===== src/design/bxds_pkg.sv =====
// Package for the 4x4 box-average downscaler.
// Holds shared constants, the register index codes and the stage-one request type.
// No dependencies.
package bxds_pkg;

  localparam int unsigned CHANNELS = 4;
  localparam int unsigned PIXEL_W = 8;
  localparam int unsigned RUN_W = 10;
  localparam int unsigned COLSUM_W = 12;
  localparam int unsigned CFG_W = 13;
  localparam int unsigned CFG_INDEX_W = 8;
  localparam int unsigned ROW_W = 13;
  localparam logic [ROW_W-1:0] HEIGHT_LIMIT = 13'd4096;
  localparam logic [CFG_W-1:0] BLOCK_SIZE = 13'd4;

  localparam logic [CFG_INDEX_W-1:0] REG_IN_WIDTH = 8'd0;
  localparam logic [CFG_INDEX_W-1:0] REG_IN_HEIGHT = 8'd1;

  localparam logic [CFG_W-1:0] WIDTH_RESET = 13'd640;
  localparam logic [CFG_W-1:0] HEIGHT_RESET = 13'd480;

  typedef logic [CHANNELS-1:0][PIXEL_W-1:0] pixel_t;
  typedef logic [CHANNELS-1:0][RUN_W-1:0] run_sum_t;
  typedef logic [CHANNELS-1:0][COLSUM_W-1:0] col_sum_t;

  typedef struct packed {
    run_sum_t run;
    logic     first_row;
    logic     emit;
    logic     frame_last;
  } acc_req_t;

endpackage


===== src/design/bxds_accum.sv =====
// Second stage: adds the row run sum to the column sum read from memory, writes it
// back, and holds the averaged output pixel for the master side. Depends on bxds_pkg.
module bxds_accum #(
  parameter int unsigned MAX_WIDTH = 4096
) (
  input  logic                                   clk,
  input  logic                                   rst,
  input  logic                                   req_load,
  input  bxds_pkg::acc_req_t                     req,
  input  logic [$clog2(MAX_WIDTH/4)-1:0]         req_addr,
  input  bxds_pkg::col_sum_t                     rd_data,
  output logic                                   wr_en,
  output logic [$clog2(MAX_WIDTH/4)-1:0]         wr_addr,
  output bxds_pkg::col_sum_t                     wr_data,
  output logic                                   advance,
  output logic                                   m_tvalid,
  input  logic                                   m_tready,
  output logic [31:0]                            m_tdata,
  output logic                                   m_tlast
);
  import bxds_pkg::*;

  localparam int unsigned GW = $clog2(MAX_WIDTH / 4);

  logic           s1_valid;
  acc_req_t       s1_req;
  logic [GW-1:0]  s1_addr;
  col_sum_t       sum;
  pixel_t         avg;

  always_comb begin
    for (int c = 0; c < CHANNELS; c++) begin
      if (s1_req.first_row) begin
        sum[c] = COLSUM_W'(s1_req.run[c]);
      end else begin
        sum[c] = rd_data[c] + COLSUM_W'(s1_req.run[c]);
      end
      avg[c] = sum[c][COLSUM_W-1:4];
    end
    advance = !s1_valid || !s1_req.emit || !m_tvalid || m_tready;
    wr_en   = s1_valid && advance;
    wr_addr = s1_addr;
    wr_data = sum;
  end

  always_ff @(posedge clk) begin
    if (rst) begin
      s1_valid <= 1'b0;
      m_tvalid <= 1'b0;
    end else begin
      if (advance) begin
        s1_valid <= req_load;
      end
      if (s1_valid && s1_req.emit && advance) begin
        m_tvalid <= 1'b1;
      end else if (m_tready) begin
        m_tvalid <= 1'b0;
      end
    end
  end

  always_ff @(posedge clk) begin
    if (advance && req_load) begin
      s1_req  <= req;
      s1_addr <= req_addr;
    end
    if (s1_valid && s1_req.emit && advance) begin
      m_tdata <= avg;
      m_tlast <= s1_req.frame_last;
    end
  end

endmodule


===== config.mk =====
export PLATFORM = sky130hd
export DESIGN_NAME = bxds_accum
export DESIGN_NICKNAME = d
export VERILOG_FILES = /design/src/design/bxds_pkg.sv /design/src/design/bxds_accum.sv
export SDC_FILE = /design/constraint.sdc
export NUM_CORES = 1
export LEC_CHECK = 0
export BUFFER_PORTS_ARGS = -buffer_cell sky130_fd_sc_hd__buf_2
export CAP_MARGIN = 20
export CORE_ASPECT_RATIO = 2
export CORE_MARGIN = 4
export CORE_UTILIZATION = 45
export CTS_BUF_LIST = sky130_fd_sc_hd__clkbuf_8 sky130_fd_sc_hd__clkbuf_16
export CTS_CLUSTER_SIZE = 24
export DETAILED_ROUTE_END_ITERATION = 8
export GPL_TIMING_DRIVEN = 0
export PLACE_DENSITY = 0.78
export SETUP_SLACK_MARGIN = 0.3
export SYNTH_ARGS = -nofsm -noshare
export SYNTH_HDL_FRONTEND = slang
export SYNTH_SLANG_ARGS = --single-unit

===== constraint.sdc =====
create_clock -name clk -period 3.9 [get_ports clk]
set_input_delay 0.39 -clock clk [delete_from_list [all_inputs] [get_ports clk]]
set_output_delay 0.39 -clock clk [all_outputs]
set_load 0.1 [all_outputs]

Word-level counts from Yosys, hierarchy flattened

Cells that the tools add are included.

Register bits: 88
Output and inout port bits: 94
Word-level logic and storage cells: 33

Add/sub/neg operators: 4
Mux-type cells: 6
Reductions and logical operators: 11

Operators by type and width:

| cell                                      | count |
|---|---|
| 12-bit by 10-bit adder with 12-bit output | 4 |
| 12-bit 2-to-1 mux                         | 4 |
| 1-bit logical AND                         | 4 |
| 1-bit zero test                           | 3 |
| 1-bit logical OR                          | 3 |
| 1-bit 2-to-1 mux                          | 2 |
| 2-bit nonzero test                        | 1 |

Depth between registers and ports, before layout

Word-level depth: 6
Depth in mapped cells: 8
Gate-level depth less buffers: 8

Least setup slack after synthesis

No wires, ideal clock.

Kind: input -> register
Start: input rd_data[12] (netlist bit)
End: register m_tdata[12] (data pin)
Setup time: 0.680 ns
Data arrival time: 3.986 ns
Required time: 3.220 ns
Slack: -0.767 ns
Stages on the path: 7
Buffers on the path: 0
Path through: ha_1 > inv_1 > fa_1 > nor2b_1 > o31a_1 > o2111ai_1 > a311oi_1

RTL lines:

| what                 | RTL line         | source |
|---|---|---|
| start, declared      | bxds_accum.sv:11 | `input bxds_pkg::col_sum_t rd_data,` |
| end signal, assigned | bxds_accum.sv:68 | `m_tdata <= avg;` |
| end, declared        | bxds_accum.sv:18 | `output logic [31:0] m_tdata,` |

==> key figures <==
Status
  • Status: finished clean

Logic synthesis
  • Synth cell types: 46
  • Async SR Flop Fraction: 0%
  • Dominant synthesized flop cell: edfxtp_1
  • Register area share after synthesis: 51.11%
  • Ys Warns: 0
  • Syn nets: 603
  • Post-synth EDFFs: 86
  • Seq cells post-synth: between 80 and 90
  • Synthesized cell area: 5131 sq um
  • Synthesized area per cell: 11.30 sq um
  • Synth Instances: about 450

Detailed routing
  • DR pass1 iterations: 5
  • Avg WL per Cell: 18.52 microns
  • Mean number of vias per cell: about 5.5
  • DR iter-0 viols: 242
  • Via Count: 4446
  • ANT nets after route: 0
  • WL final: 15000 microns
  • # DRC: 0

Timing
  • Final worst path period need: 3280 ps
  • Final worst slack: 620.0 ps
  • Hold Violations, Final: 0
  • Slew Viols, Final: 0
  • Slew margin rel.: 35.86%
  • Slew @ Worst Pin: approximately 960 ps
  • RSZ-0062 raised after global routing: false
  • Final setup viols: 0
  • Peak Freq: approximately 300 MHz
  • Setup TNS: 0 ps
  • Tcrit/Tclk final: around 84%
  • Worst Skew: 6.970 ps

Clock tree
  • Num CTS Buffers: 9
  • Max Root-Sink Buffers: 2
  • Root Driver: clkbuf_16
  • Post-CTS Hold Fix Bufs: 0
  • Clk sink count: 88
  • H-Tree Level Count: 3
  • CTS tree: yes
  • # resized after CTS: 0
  • CTS clk-pin slew, worst paths: approximately 70 ps
  • Clock latency reported for the late side of the worst-skew pair: around 340 ps
  • Setup bufs post-CTS: 0

Worst setup path
  • Crit Path Class: reg2out
  • CP top delay family: buffers and inverters
  • Crit Reg-Reg Startpoint: s1_req[24]
  • Max FO, Critical Path: 10
  • Startpoint types: flip-flop
  • Endpoint type of the worst setup path: output port
  • Buffers and inverters on the worst path: 4
  • Crit path DAT: ~2900 ps
  • CP peak stage delay: 600 ps
  • Critical path startpoint: s1_req[2]
  • Critical Path, Cell by Cell: buf_2, clkbuf_1, clkbuf_1, nand2_1, o21ai_1, buf_2
  • Critical path data required time: ~3500 ps
  • Slowest cell on crit path: clkbuf_1

Placed design
  • Setup WS pre-CTS: between 900 and 1000 ps
  • Global placement routability congestion: 0.8684
  • Hpwl dp: around 12000 microns
  • Port Buffers: between 150 and 200
  • Dpl cell area: 6420 sq um

Run
  • Maxcap violations: 0

GRT
  • Vias in the first global route: 4713
  • Initial antenna violation count: 0
  • First-pass GRT wire length: 23110 microns
  • Total GRT Usage: 22.07%
  • Largest net degree at the start of global routing: 30
  • Total grt overflow: 0

Finish
  • Final Cell Area: 6741 sq um
  • Final nets: 814
  • Commonest non-fill, non-tap cell in the layout: buf_2
  • Final core occ: 61.21%
  • P&R area growth vs syn: 31.38%
  • Most frequent cells in the layout: buf_2, edfxtp_1, ha_1, a21oi_1
  • Layout cell share with drive strength beyond 1: 35.97%
  • Ant diodes: 0

Pwr
  • VDD IR max: 0.2965 mV
  • Pwr/cell area: between 400 and 500 nW/um^2
  • Lkg Pwr: between 2 and 3 nW
  • PnR Total Power: 3.206 mW

Floorplan
  • Die Wd: roughly 84 microns
  • Initial Util: 46.59%
  • Core ar.: 11010 sq um
  • # IOs: 199
  • Die Ht: 159.0 microns
  • # rows: between 50 and 60
  • Die Area: approximately 13000 sq um

Min path
  • Worst min-delay path class: in2reg
  • Worst Hold Launch: rst
sequential cells by signal (all words and copies together) (netlist names):
signal,flops
m_tvalid,1
m_tdata,32
m_tlast,1
wr_addr,10
s1_valid,1
s1_req,43
final timing paths:
path / end / slack [ps] / depth (start not counted)
worst max-delay path: wr_data[33] / 620 / 6
worst min-delay path: s1_valid / 210 / 2
worst max register to register: m_tdata[23] / 1480 / 6
worst min register to register: m_tlast / 460 / 0
cell families after synthesis:
logic type      count (synthesis)  share of synthesized area [%]
simple gates                  111                          10.80
compound gates                144                          18.58
xor+xnor                       17                          2.902
buf+inv                        39                          2.877
mux                            11                          2.414
flops                          88                          51.11
fa+ha+maj                      44                          11.31
cell type report:
cell class                 count  area (sq um)
buffer                        14         53.80
clock buffer                   9         225.2
clock inverter                 7         96.34
fill                         943          4272
inverter                      25         93.84
multi-input combinational    327          2444
sequential                    88          2623
tap                          140         175.2
timing repair buffer         200          1031
Yosys cell counts, types with 5 or more instances:
library cell / n / area share, %
a21o_1: 12 / 1.8
ha_1: 40 / 9.8
o211ai_1: 7 / 1.0
a211oi_1: 7 / 1.0
a311oi_1: 8 / 1.4
o21ai_0: 41 / 4.0
clkbuf_1: 12 / 0.88
mux2_2: 5 / 1.1
mux2_1: 6 / 1.3
nand2b_1: 9 / 1.1
xor2_1: 14 / 2.4
nor2_1: 30 / 2.2
nand2_1: 29 / 2.1
edfxtp_1: 86 / 50
inv_1: 25 / 1.8
nor2b_1: 24 / 2.9
o21a_1: 7 / 1.0
a21oi_1: 33 / 3.2
power breakdown:
group,internal (mW),switching [mW],total [mW]
combinational,0.253,0.896,1.15
clock,0.563,0.374,0.937
sequential,1.10,0.0212,1.12
metal layers:
layer / part of all wire (%) / track usage (%) / up-vias / routed length [microns]
met5: 0 / 0 / - / 0
met4: 2.5 / 9.004 / 0 / 372
met3: 7.9 / 5.748 / 30 / 1180
met2: 56 / 42.91 / 189 / 8437
met1: 33 / 21.46 / 2088 / 5012
li1: - / - / 2139 / -
through the flow:
step / hold WS, ps / instances
after global routing: 196.8 / 810
after floorplan: 400.3 / 454
after global placement: 403.0 / 792
after CTS: 200.7 / 810
final: 211.4 / 810
after detailed placement: 435.8 / 794
Note: power is estimated with default switching activity, not from simulation.
