--- src/design/bxds_pkg.sv ---
// Package for the 4x4 box-average downscaler.
// Holds shared constants, the register index codes and the stage-one request type.
// No dependencies.
package bxds_pkg;

  localparam int unsigned CHANNELS = 4;
  localparam int unsigned PIXEL_W = 8;
  localparam int unsigned RUN_W = 10;
  localparam int unsigned COLSUM_W = 12;
  localparam int unsigned CFG_W = 13;
  localparam int unsigned CFG_INDEX_W = 8;
  localparam int unsigned ROW_W = 13;
  localparam logic [ROW_W-1:0] HEIGHT_LIMIT = 13'd4096;
  localparam logic [CFG_W-1:0] BLOCK_SIZE = 13'd4;

  localparam logic [CFG_INDEX_W-1:0] REG_IN_WIDTH = 8'd0;
  localparam logic [CFG_INDEX_W-1:0] REG_IN_HEIGHT = 8'd1;

  localparam logic [CFG_W-1:0] WIDTH_RESET = 13'd640;
  localparam logic [CFG_W-1:0] HEIGHT_RESET = 13'd480;

  typedef logic [CHANNELS-1:0][PIXEL_W-1:0] pixel_t;
  typedef logic [CHANNELS-1:0][RUN_W-1:0] run_sum_t;
  typedef logic [CHANNELS-1:0][COLSUM_W-1:0] col_sum_t;

  typedef struct packed {
    run_sum_t run;
    logic     first_row;
    logic     emit;
    logic     frame_last;
  } acc_req_t;

endpackage

--- src/design/bxds_front.sv ---
// Input stage: column and row counters, the running sum of four pixels in a row,
// and the column-sum read request. Depends on bxds_pkg.
module bxds_front #(
  parameter int unsigned MAX_WIDTH = 4096
) (
  input  logic                                  clk,
  input  logic                                  rst,
  input  logic                                  accept,
  input  bxds_pkg::pixel_t                      pixel,
  input  logic [$clog2(MAX_WIDTH+1)-1:0]        width_use,
  input  logic [bxds_pkg::ROW_W-1:0]            height_use,
  output logic                                  req_load,
  output bxds_pkg::acc_req_t                    req,
  output logic [$clog2(MAX_WIDTH/4)-1:0]        req_addr
);
  import bxds_pkg::*;

  localparam int unsigned CW = $clog2(MAX_WIDTH + 1);
  localparam int unsigned GW = $clog2(MAX_WIDTH / 4);

  logic [CW-1:0]    col;
  logic [CW-1:0]    col_next;
  logic [ROW_W-1:0] row;
  logic [ROW_W-1:0] row_next;
  run_sum_t         row_run_sum;
  run_sum_t         row_run_sum_next;

  logic [CW-1:0]    used_w;
  logic [ROW_W-1:0] used_h;
  logic [CW-1:0]    col_inc;
  logic [ROW_W-1:0] row_inc;
  logic             in_region;
  logic [1:0]       sub_c;
  logic [1:0]       sub_r;
  logic [CW-3:0]    last_group;

  always_comb begin
    used_w     = {width_use[CW-1:2], 2'b00};
    used_h     = {height_use[ROW_W-1:2], 2'b00};
    in_region  = (col < used_w) && (row < used_h);
    sub_c      = col[1:0];
    sub_r      = row[1:0];
    last_group = width_use[CW-1:2] - (CW-2)'(1);
    col_inc    = col + CW'(1);
    row_inc    = row + ROW_W'(1);

    for (int c = 0; c < CHANNELS; c++) begin
      if (sub_c == 2'd0) begin
        row_run_sum_next[c] = RUN_W'(pixel[c]);
      end else begin
        row_run_sum_next[c] = row_run_sum[c] + RUN_W'(pixel[c]);
      end
    end

    if (col_inc >= width_use) begin
      col_next = '0;
      row_next = (row_inc >= height_use) ? '0 : row_inc;
    end else begin
      col_next = col_inc;
      row_next = (row >= height_use) ? '0 : row;
    end

    req_load       = accept && in_region && (sub_c == 2'd3);
    req_addr       = col[GW+1:2];
    req.run        = row_run_sum_next;
    req.first_row  = (sub_r == 2'd0);
    req.emit       = (sub_r == 2'd3);
    req.frame_last = (col[CW-1:2] == last_group) && (row == used_h - ROW_W'(1));
  end

  always_ff @(posedge clk) begin
    if (rst) begin
      col         <= '0;
      row         <= '0;
      row_run_sum <= '0;
    end else if (accept) begin
      col <= col_next;
      row <= row_next;
      if (in_region) begin
        row_run_sum <= row_run_sum_next;
      end
    end
  end

endmodule

--- config.mk ---
export PLATFORM = sky130hd
export DESIGN_NAME = bxds_front
export DESIGN_NICKNAME = d
export VERILOG_FILES = /design/src/design/bxds_pkg.sv /design/src/design/bxds_front.sv
export SDC_FILE = /design/constraint.sdc
export NUM_CORES = 1
export LEC_CHECK = 0
export BUFFER_PORTS_ARGS = -buffer_cell sky130_fd_sc_hd__clkbuf_2
export CAP_MARGIN = 20
export CORE_MARGIN = 4
export CORE_UTILIZATION = 58
export CTS_CLUSTER_DIAMETER = 120
export DETAILED_ROUTE_END_ITERATION = 7
export PLACE_DENSITY = 0.82
export SYNTH_ARGS = -nofsm -noshare
export SYNTH_HDL_FRONTEND = slang
export SYNTH_SLANG_ARGS = --single-unit
export TNS_END_PERCENT = 1
--- constraint.sdc ---
create_clock -name clk -period 4.1 [get_ports clk]
set_input_delay 0.82 -clock clk [delete_from_list [all_inputs] [get_ports clk]]
set_output_delay 0.82 -clock clk [all_outputs]
set_load 0.02 [all_outputs]
---- Word level (Yosys, flattened, before mapping) ----
Cells that the tools add are included.
storage, ports and cells
  register bits after elaboration ......... 66
  input bits .............................. 61
  output and inout port bits .............. 54
  logic and storage cells ................. 40
cells by class
  add/sub/neg operators ................... 8
  magnitude comparators ................... 5
  eq/ne operators ......................... 4
  multiplexer cells ....................... 8
  reductions and logical operators ........ 9
operators by type and width
  cell                                                 count
  two-way mux 13 bit                                   4
  adder 10 x 8 -> 10 bit                               4
  two-way mux 10 bit                                   4
  >= comparator 13 bit                                 3
  adder 13 x 1 -> 13 bit (second input constant)       2
  < comparator 13 bit                                  2
  == test 13 bit                                       1
  subtractor 13 x 1 -> 13 bit (second input constant)  1
  == test 11 bit                                       1
  subtractor 11 x 1 -> 11 bit (second input constant)  1
  == test 2 bit (second input constant)                2
  logical AND 1 bit                                    4
  zero test 2 bit                                      2
  AND reduction 2 bit                                  2
  nonzero test 2 bit                                   1

---- Depth between registers and ports, before layout ----
Gate-level depths: netlist of run 1.
  depth in word-level cells ............... 4
  gate-level depth with buffers ........... 16
  mapped depth without buffers ............ 14

---- Worst setup path before layout of run 1 ----
OpenSTA, ideal clock, no wires.
  path type ............................... input port to output port
  start point ............................. input pixel[8] (netlist bit)
  end point ............................... output req[19] (netlist bit)
  data arrival time ....................... 2.514 ns
  data required time ...................... 3.280 ns
  setup slack ............................. 0.766 ns
  cell stages on the path ................. 8
  buffers on the path ..................... 0
  cells stage by stage .................... ha_1 inv_1 fa_1 nor2b_1 o31a_1 o21ai_1 nor3b_1 o31ai_1
RTL lines
  what         RTL line          source
  from (decl)  bxds_front.sv:9   input bxds_pkg::pixel_t pixel,
  to (decl)    bxds_front.sv:13  output bxds_pkg::acc_req_t req,

---- Final worst setup path of run 1 ----
  start point ............................. register row[1]
  end point ............................... register row[5]
between the ends
  word-level cells in the longest chain between the ends .. 4
  elaborated cells on any way between the ends .. 7
  those cells by class .................... add/sub: 1; order compare: 2; mux: 2; reduce/logical: 2
RTL lines
  what                    RTL line          source
  from (decl)             bxds_front.sv:23  logic [ROW_W-1:0] row;
  from (signal assigned)  bxds_front.sv:78  row <= row_next;
  adder 13 x 1 -> 13 bit  bxds_front.sv:45  row_inc = row + ROW_W'(1);
  >= comparator 13 bit    bxds_front.sv:57  row_next = (row_inc >= height_use) ? '0 : row_inc;
  two-way mux 13 bit      bxds_front.sv:57
  two-way mux 13 bit      bxds_front.sv:55  if (col_inc >= width_use) begin
Parallel ways exist; a longest one is shown, timed or not.
A chain may end at the register's enable or synchronous reset.

==> impl_metrics.yaml, run 1 <==
global_route:
  grt_pass1_wl_mm: 27.1
  overflow: 0
  grtUsageTotal_pct: 24.8
  grt_pass1_vias: 5784
  antenna_found_initial: 0
  grt_max_degree: 77
finish:
  utilization_pct: 68.3
  nets: 1108
  area_delta_synth_final_pct: 13.4
  multiInputGateArea_mm2: 0.00481
  drive_gt1_share_pct: 17.0
  antennaDiodeCount: 0
  fillers: 946
  regArea_mm2: 0.00132
cts:
  h-tree-depth: 3
  cts.path.max_buffers: 2
  clkTransAtPathRegs_ns: 0.06
  cts_tree: "done"
  root_buffer: "clkbuf_16"
  clock-sinks: 66
  worstSkewPairLatency_ns: 0.34
  cts_hold_buf: 0
  cts_made_buffers: 9
floorplan:
  rows: 38
  boundaryPins: 115
  die_x_um: 115
  coreArea_mm2: 0.0110
  die_area_mm2: 0.0132
  initial_core_util_pct: 60.2
  die_h_um: 115
pwr:
  ir_drop_mv: 0.177
  p_per_area_mw_per_mm2: 288
  power.leakage_nw: 3.54
timing:
  fin_skew_ns: 0.00702
  layout_worst_path_cycle_share_pct: 88.4
  hold_viol_final: 0
  rsz0062_at_grt: "false"
  tightest_slew_ns: 0.691
  relSlewSlack_pct: 53.9
  period_minus_slack_ns: 3.63
  setup_tns_ns: 0
  setup_viol: 0
  timing.hold.ws_ns: 0.464
  clock.fmax_ghz: 0.276
  slew_viol_final: 0
synthesis:
  ys_types: 66
  yosys_most_used_dff: "dfxtp_1"
  synth_largest_area_cell: "dfxtp_1"
  syn-cell-area_mm2: 0.00661
  synth_nets: 1019
  synth_top_area_share_pct: 20.0
  yosys_warnings: 0
  postSynthCellCount: 865
  synth_seq_cells: 66
  synthTopCellsByArea: "dfxtp_1 20%, ha_1 17%, a21oi_1 5.3%, xnor2_1 5.0%, nor2_1 4.5%"
  synth_edf_count: 0
  synthArstFlopShare_pct: 0
  postSynthAreaPerCell_um2: 7.64
  yosysSeqAreaShare_pct: 20.0
routing:
  first_iter_violations: 413
  via_count: 6209
  post_drt_wl_per_cell_um: 14.7
  final_antenna_net_count: 0
  dr.pass1.iters: 5
  routed_wl_mm: 16.2
  drt-vias-per-instance: 5.65
  drc: 0
critical_path:
  cp_max_fo: 7
  cp-end-kind: "register"
  cp-start-kind: "register"
  critical_path_class: "reg -> reg"
  worst_ep_arrival_time_ns: 3.87
  cp.required_ns: 4.35
run_status:
  outcome: "completed"
job:
  max_cap_viol_count: 0
placement:
  hpwlAfterDp_mm: 12.5
  gp_congestion: 0.946
  port_buffers: 114
worst_hold_path:
  hp-class: "reg -> reg"
==> flip-flops by register name, indices dropped and copies added (netlist names) <==
name	flops
row	13
col	13
row_run_sum	40
==> cell usage in the layout, fill, tap and decap left out, types with 5 or more instances in the layout <==
| cell type | count |
|---|---|
| clkbuf_2 | 114 |
| ha_1 | 88 |
| nor2_1 | 79 |
| nand2_1 | 76 |
| a21oi_1 | 70 |
| dfxtp_1 | 66 |
| o21ai_0 | 56 |
| inv_1 | 52 |
| nor3_1 | 47 |
| xnor2_1 | 38 |
| xor2_1 | 32 |
| nand3_1 | 21 |
| a21o_1 | 17 |
| o21a_1 | 14 |
| nor2b_1 | 11 |
| nand4_1 | 11 |
| buf_4 | 11 |
| a211oi_1 | 10 |
| o31ai_1 | 10 |
| or3_1 | 9 |
| clkbuf_16 | 9 |
| and3_1 | 8 |
| nand2b_1 | 7 |
| nand3b_1 | 7 |
| a21boi_0 | 6 |
| a22o_1 | 6 |
| o31a_1 | 5 |
| a211o_1 | 5 |
==> what timing repair did <==
action	4_1_cts	5_1_grt
buffers inserted	0	0
endpoints found under the hold margin	0	0
resized for setup	0	1
setup endpoints to repair	0	3
==> worst max-delay path: stages, from the launching register on <==
cell and delay [ns]:
dfxtp_1 0.44, ha_1 0.21, nand3_1 0.17, nor2_1 0.41
and4_1 0.27, xor2_1 0.20, ha_1 0.29, a21oi_1 0.14
o21ai_0 0.12, or4_1 0.68, nor2_4 0.17, nand2_1 0.17
o31ai_1 0.26
==> logic make-up (layout without fill, tap and decap cells) <==
| logic type | Yosys count | count (layout) | share of synthesized area [%] |
|---|---|---|---|
| mux | 6 | 6 | 0.984 |
| fa+ha+maj | 93 | 93 | 18.1 |
| simple gates | 307 | 307 | 23.3 |
| compound gates | 223 | 223 | 21.1 |
| buf+inv | 100 | 194 | 7.34 |
| xor+xnor | 70 | 70 | 9.27 |
| flops | 66 | 66 | 20.0 |
==> final timing paths <==
| kind | start | to | slack [ns] | cells past startpoint |
|---|---|---|---|---|
| max | row[1] | row[5] | 0.47 | 12 |
| min reg2reg | row_run_sum[30] | row_run_sum[30] | 0.46 | 2 |
| max reg2reg | row[1] | row[5] | 0.47 | 12 |
| min | row_run_sum[30] | row_run_sum[30] | 0.46 | 2 |
==> synth_stat cells, types with 7 or more instances <==
cell type	number
nand3b_1	7
dfxtp_1	66
o21ai_0	56
ha_1	89
nand2_1	76
a211oi_1	10
nor3_1	47
buf_2	8
nand4_1	11
nor2_1	79
or3_1	9
xnor2_1	38
nor2b_1	11
clkbuf_1	20
a21oi_1	70
o31ai_1	10
o21a_1	14
inv_1	52
and3_1	8
nand2b_1	7
buf_4	13
a21o_1	17
nand3_1	21
xor2_1	32
==> where the power goes <==
group	total (mW)	internal, mW	switching [mW]	leakage, nW
clock	0.835	0.544	0.291	0.162
combinational	0.636	0.250	0.385	2.84
sequential	0.691	0.672	0.0187	0.540
total	2.16	1.47	0.695	3.54
==> layer usage <==
metal | global-route usage (%) | part of all wire (%)
met1 | 32.8 | 46
met5 | 0 | 0
met4 | 7.36 | 1.6
met3 | 3.95 | 5.5
met2 | 41.9 | 47
==> final cells by class <==
cell class / count / area share [%]
Clock buffer: 10 / 3.19
Multi-Input combinational cell: 699 / 64.2
Clock inverter: 6 / 1.07
Sequential cell: 66 / 17.6
Inverter: 53 / 2.84
Timing Repair Buffer: 125 / 8.71
Tap cell: 140 / 2.34
==> per-stage QoR <==
stage	std cells	power (mW)	instance area [um^2]	setup WS (ns)
after CTS	1099	2.17	7490	0.290
final	1099	2.16	7500	0.474
after global placement	1083	1.32	7170	0.468
after floorplan	865	1.16	6610	0.766
after global routing	1099	2.28	7500	0.153
after detailed placement	1083	1.34	7170	0.326
(Power assumes the default switching activity.)
==> run 2, diff against run 1 <==
GPL_TIMING_DRIVEN = 0   (was default)
==> run 2 against run 1 <==
  * Worst setup slack got worse by 0.23 ns
  * Non-clock buffer count is 36 higher
  * Register-to-register slack got worse by 0.22 ns
  * Critical path type is now in -> out
  * Largest cell class unchanged
==> impl_metrics.yaml, run 2 (synthesis gave the netlist of run 1 again) <==
run_status:
  outcome: "completed"
timing:
  layout_worst_path_cycle_share_pct: 94.0
  setup_viol: 0
  clock.fmax_ghz: 0.259
  fin_skew_ns: 0.00932
  rsz0062_at_grt: "false"
  setup_tns_ns: 0
  period_minus_slack_ns: 3.86
  fin_ws_ns: 0.245
  tightest_slew_ns: 0.673
  slew_viol_final: 0
  hold_viol_final: 0
  relSlewSlack_pct: 55.1
floorplan:
  boundaryPins: 115
  die_x_um: 115
  die_h_um: 115
  initial_core_util_pct: 60.2
  die_area_mm2: 0.0132
  rows: 38
  coreArea_mm2: 0.0110
cts:
  cts_tree: "done"
  cts.path.max_buffers: 2
  worstSkewPairLatency_ns: 0.34
  h-tree-depth: 3
  post_cts_buffers: 0
  cts_made_buffers: 9
  cts_hold_buf: 0
  root_buffer: "clkbuf_16"
  clkTransAtPathRegs_ns: 0.05
  clock-sinks: 66
critical_path:
  path_buf_inv: 5
  cp-end-kind: "output pin"
  crit_path_end: "req_load"
  rrSetupSlack_ns: 0.25
  cp-start-kind: "primary input"
  r2r-start: "col[0]"
  critical_path.startpoint: "height_use[10]"
  cp_max_fo: 10
  cp_num_cells: 11
  slowest_stage: "nor4_1"
  critical_path_class: "in -> out"
  path_cells: "clkbuf_2, inv_1, ha_1, nand2_1, nor4_1, o21ai_0, and4b_1, buf_2, buf_2, and2_1, clkbuf_2"
  rr_worst_depth: 16
  cp.required_ns: 3.28
  crit_family: "simple AND/OR/NAND/NOR gates"
  worst_ep_arrival_time_ns: 3.04
  max_stage_delay_ns: 0.42
  reg2reg_to: "row[3]"
job:
  max_cap_viol_count: 0
global_route:
  grt_pass1_vias: 6278
  grt_pass1_wl_mm: 29.4
  antenna_found_initial: 0
  grt_max_degree: 13
  overflow: 0
  grtUsageTotal_pct: 27.7
finish:
  area_delta_synth_final_pct: 16.6
  layout_commonest_cell: "clkbuf_2"
  design_area_mm2: 0.00771
  nets: 1144
  top_register: "row_run_sum"
  antennaDiodeCount: 0
  regArea_mm2: 0.00132
  reg.largest.list: "row_run_sum: 40 flops, col: 13 flops, row: 13 flops"
  drive_gt1_share_pct: 17.9
  multiInputGateArea_mm2: 0.00481
  largest_register_ffs: 40
  most-common-layout-cells: "116 x clkbuf_2, 89 x ha_1, 78 x nor2_1"
  fillers: 945
placement:
  hpwlAfterDp_mm: 14.2
  port_buffers: 114
  postPlaceCellArea_mm2: 0.00736
  dpl_worst_slack_ns: 0.157
  gp_congestion: 0.936
routing:
  via_count: 6632
  final_antenna_net_count: 0
  dr.pass1.iters: 5
  post_drt_wl_per_cell_um: 16.0
  drt-vias-per-instance: 5.84
  first_iter_violations: 491
  drc: 0
  routed_wl_mm: 18.2
worst_hold_path:
  hp-class: "reg -> reg"
pwr:
  ir_drop_mv: 0.200
  p_per_area_mw_per_mm2: 293
  power.leakage_nw: 3.65
==> run 2: cell types whose count changed in the layout (fill, tap and decap cells not counted), moves of 2 or more <==
cell / previous run / this run
buf_2: 0 / 8
clkbuf_2: 114 / 116
clkbuf_1: 0 / 19
buf_4: 11 / 13
clkinv_4: 0 / 2
clkinv_2: 4 / 2
==> run 2: per-layer routing <==
layer / global-route usage, % / vias up / wire length (um)
li1: - / 3335 / -
met4: 12.5 / 0 / 508
met3: 3.89 / 39 / 1330
met1: 36.0 / 3028 / 7880
met2: 45.9 / 230 / 8430
met5: 0 / - / 0
==> run 2: final cells by class <==
| cell class | instances | share of cell area (%) |
|---|---|---|
| repair buffers | 114 | 7.40 |
| inverters | 53 | 2.76 |
| clock inverters | 7 | 1.53 |
| well taps | 140 | 2.27 |
| flip-flops and latches | 66 | 17.1 |
| clock buffers | 9 | 2.92 |
| multi-input cells | 699 | 62.4 |
| plain buffers | 47 | 3.55 |
==> run 2: what timing repair did <==
item,4_1_cts,5_1_grt
hold endpoints to repair,0,0
gates resized for setup,0,4
setup endpoints to repair,0,18
==> run 2: power by group <==
part | total (mW) | leakage, nW | switching, mW | internal, mW
clock network | 0.902 | 0.169 | 0.308 | 0.594
logic | 0.667 | 2.94 | 0.409 | 0.257
registers | 0.691 | 0.540 | 0.0187 | 0.672
total | 2.26 | 3.65 | 0.736 | 1.52
==> run 2: worst min-delay path by stage <==
stage                          from               to  slack, ns  depth (start not counted)
detailed placement  row_run_sum[20]  row_run_sum[20]       0.46                          2
CTS                 row_run_sum[20]  row_run_sum[20]       0.47                          2
global placement    row_run_sum[20]  row_run_sum[20]       0.45                          2
finish              row_run_sum[20]  row_run_sum[20]       0.47                          2
floorplan            row_run_sum[0]   row_run_sum[0]       0.44                          2
global route        row_run_sum[20]  row_run_sum[20]       0.48                          2
==> run 2: worst reg2reg max path, stage by stage, from the launching register on <==
cell and delay (ns):
dfxtp_1 0.45, ha_1 0.31, and3_2 0.26, and3_4 0.22, and3_1 0.16, buf_4 0.13
nand3_1 0.10, xnor2_1 0.21, ha_1 0.29, a21oi_1 0.13, o21ai_0 0.11, a21oi_1 0.21
o31ai_2 0.15, o22ai_1 0.47, clkbuf_2 0.36, o21ai_0 0.13, o31ai_1 0.08
==> run 2: through the flow <==
stage               total power, mW  hold slack (ns)  instances  util [%]
floorplan                      1.16            0.440        865         -
global placement               1.35            0.449       1119      67.0
detailed placement             1.36            0.458       1119      67.0
CTS                            2.26            0.465       1135      70.1
global route                   2.37            0.484       1135      70.2
finish                         2.26            0.468       1135      70.2
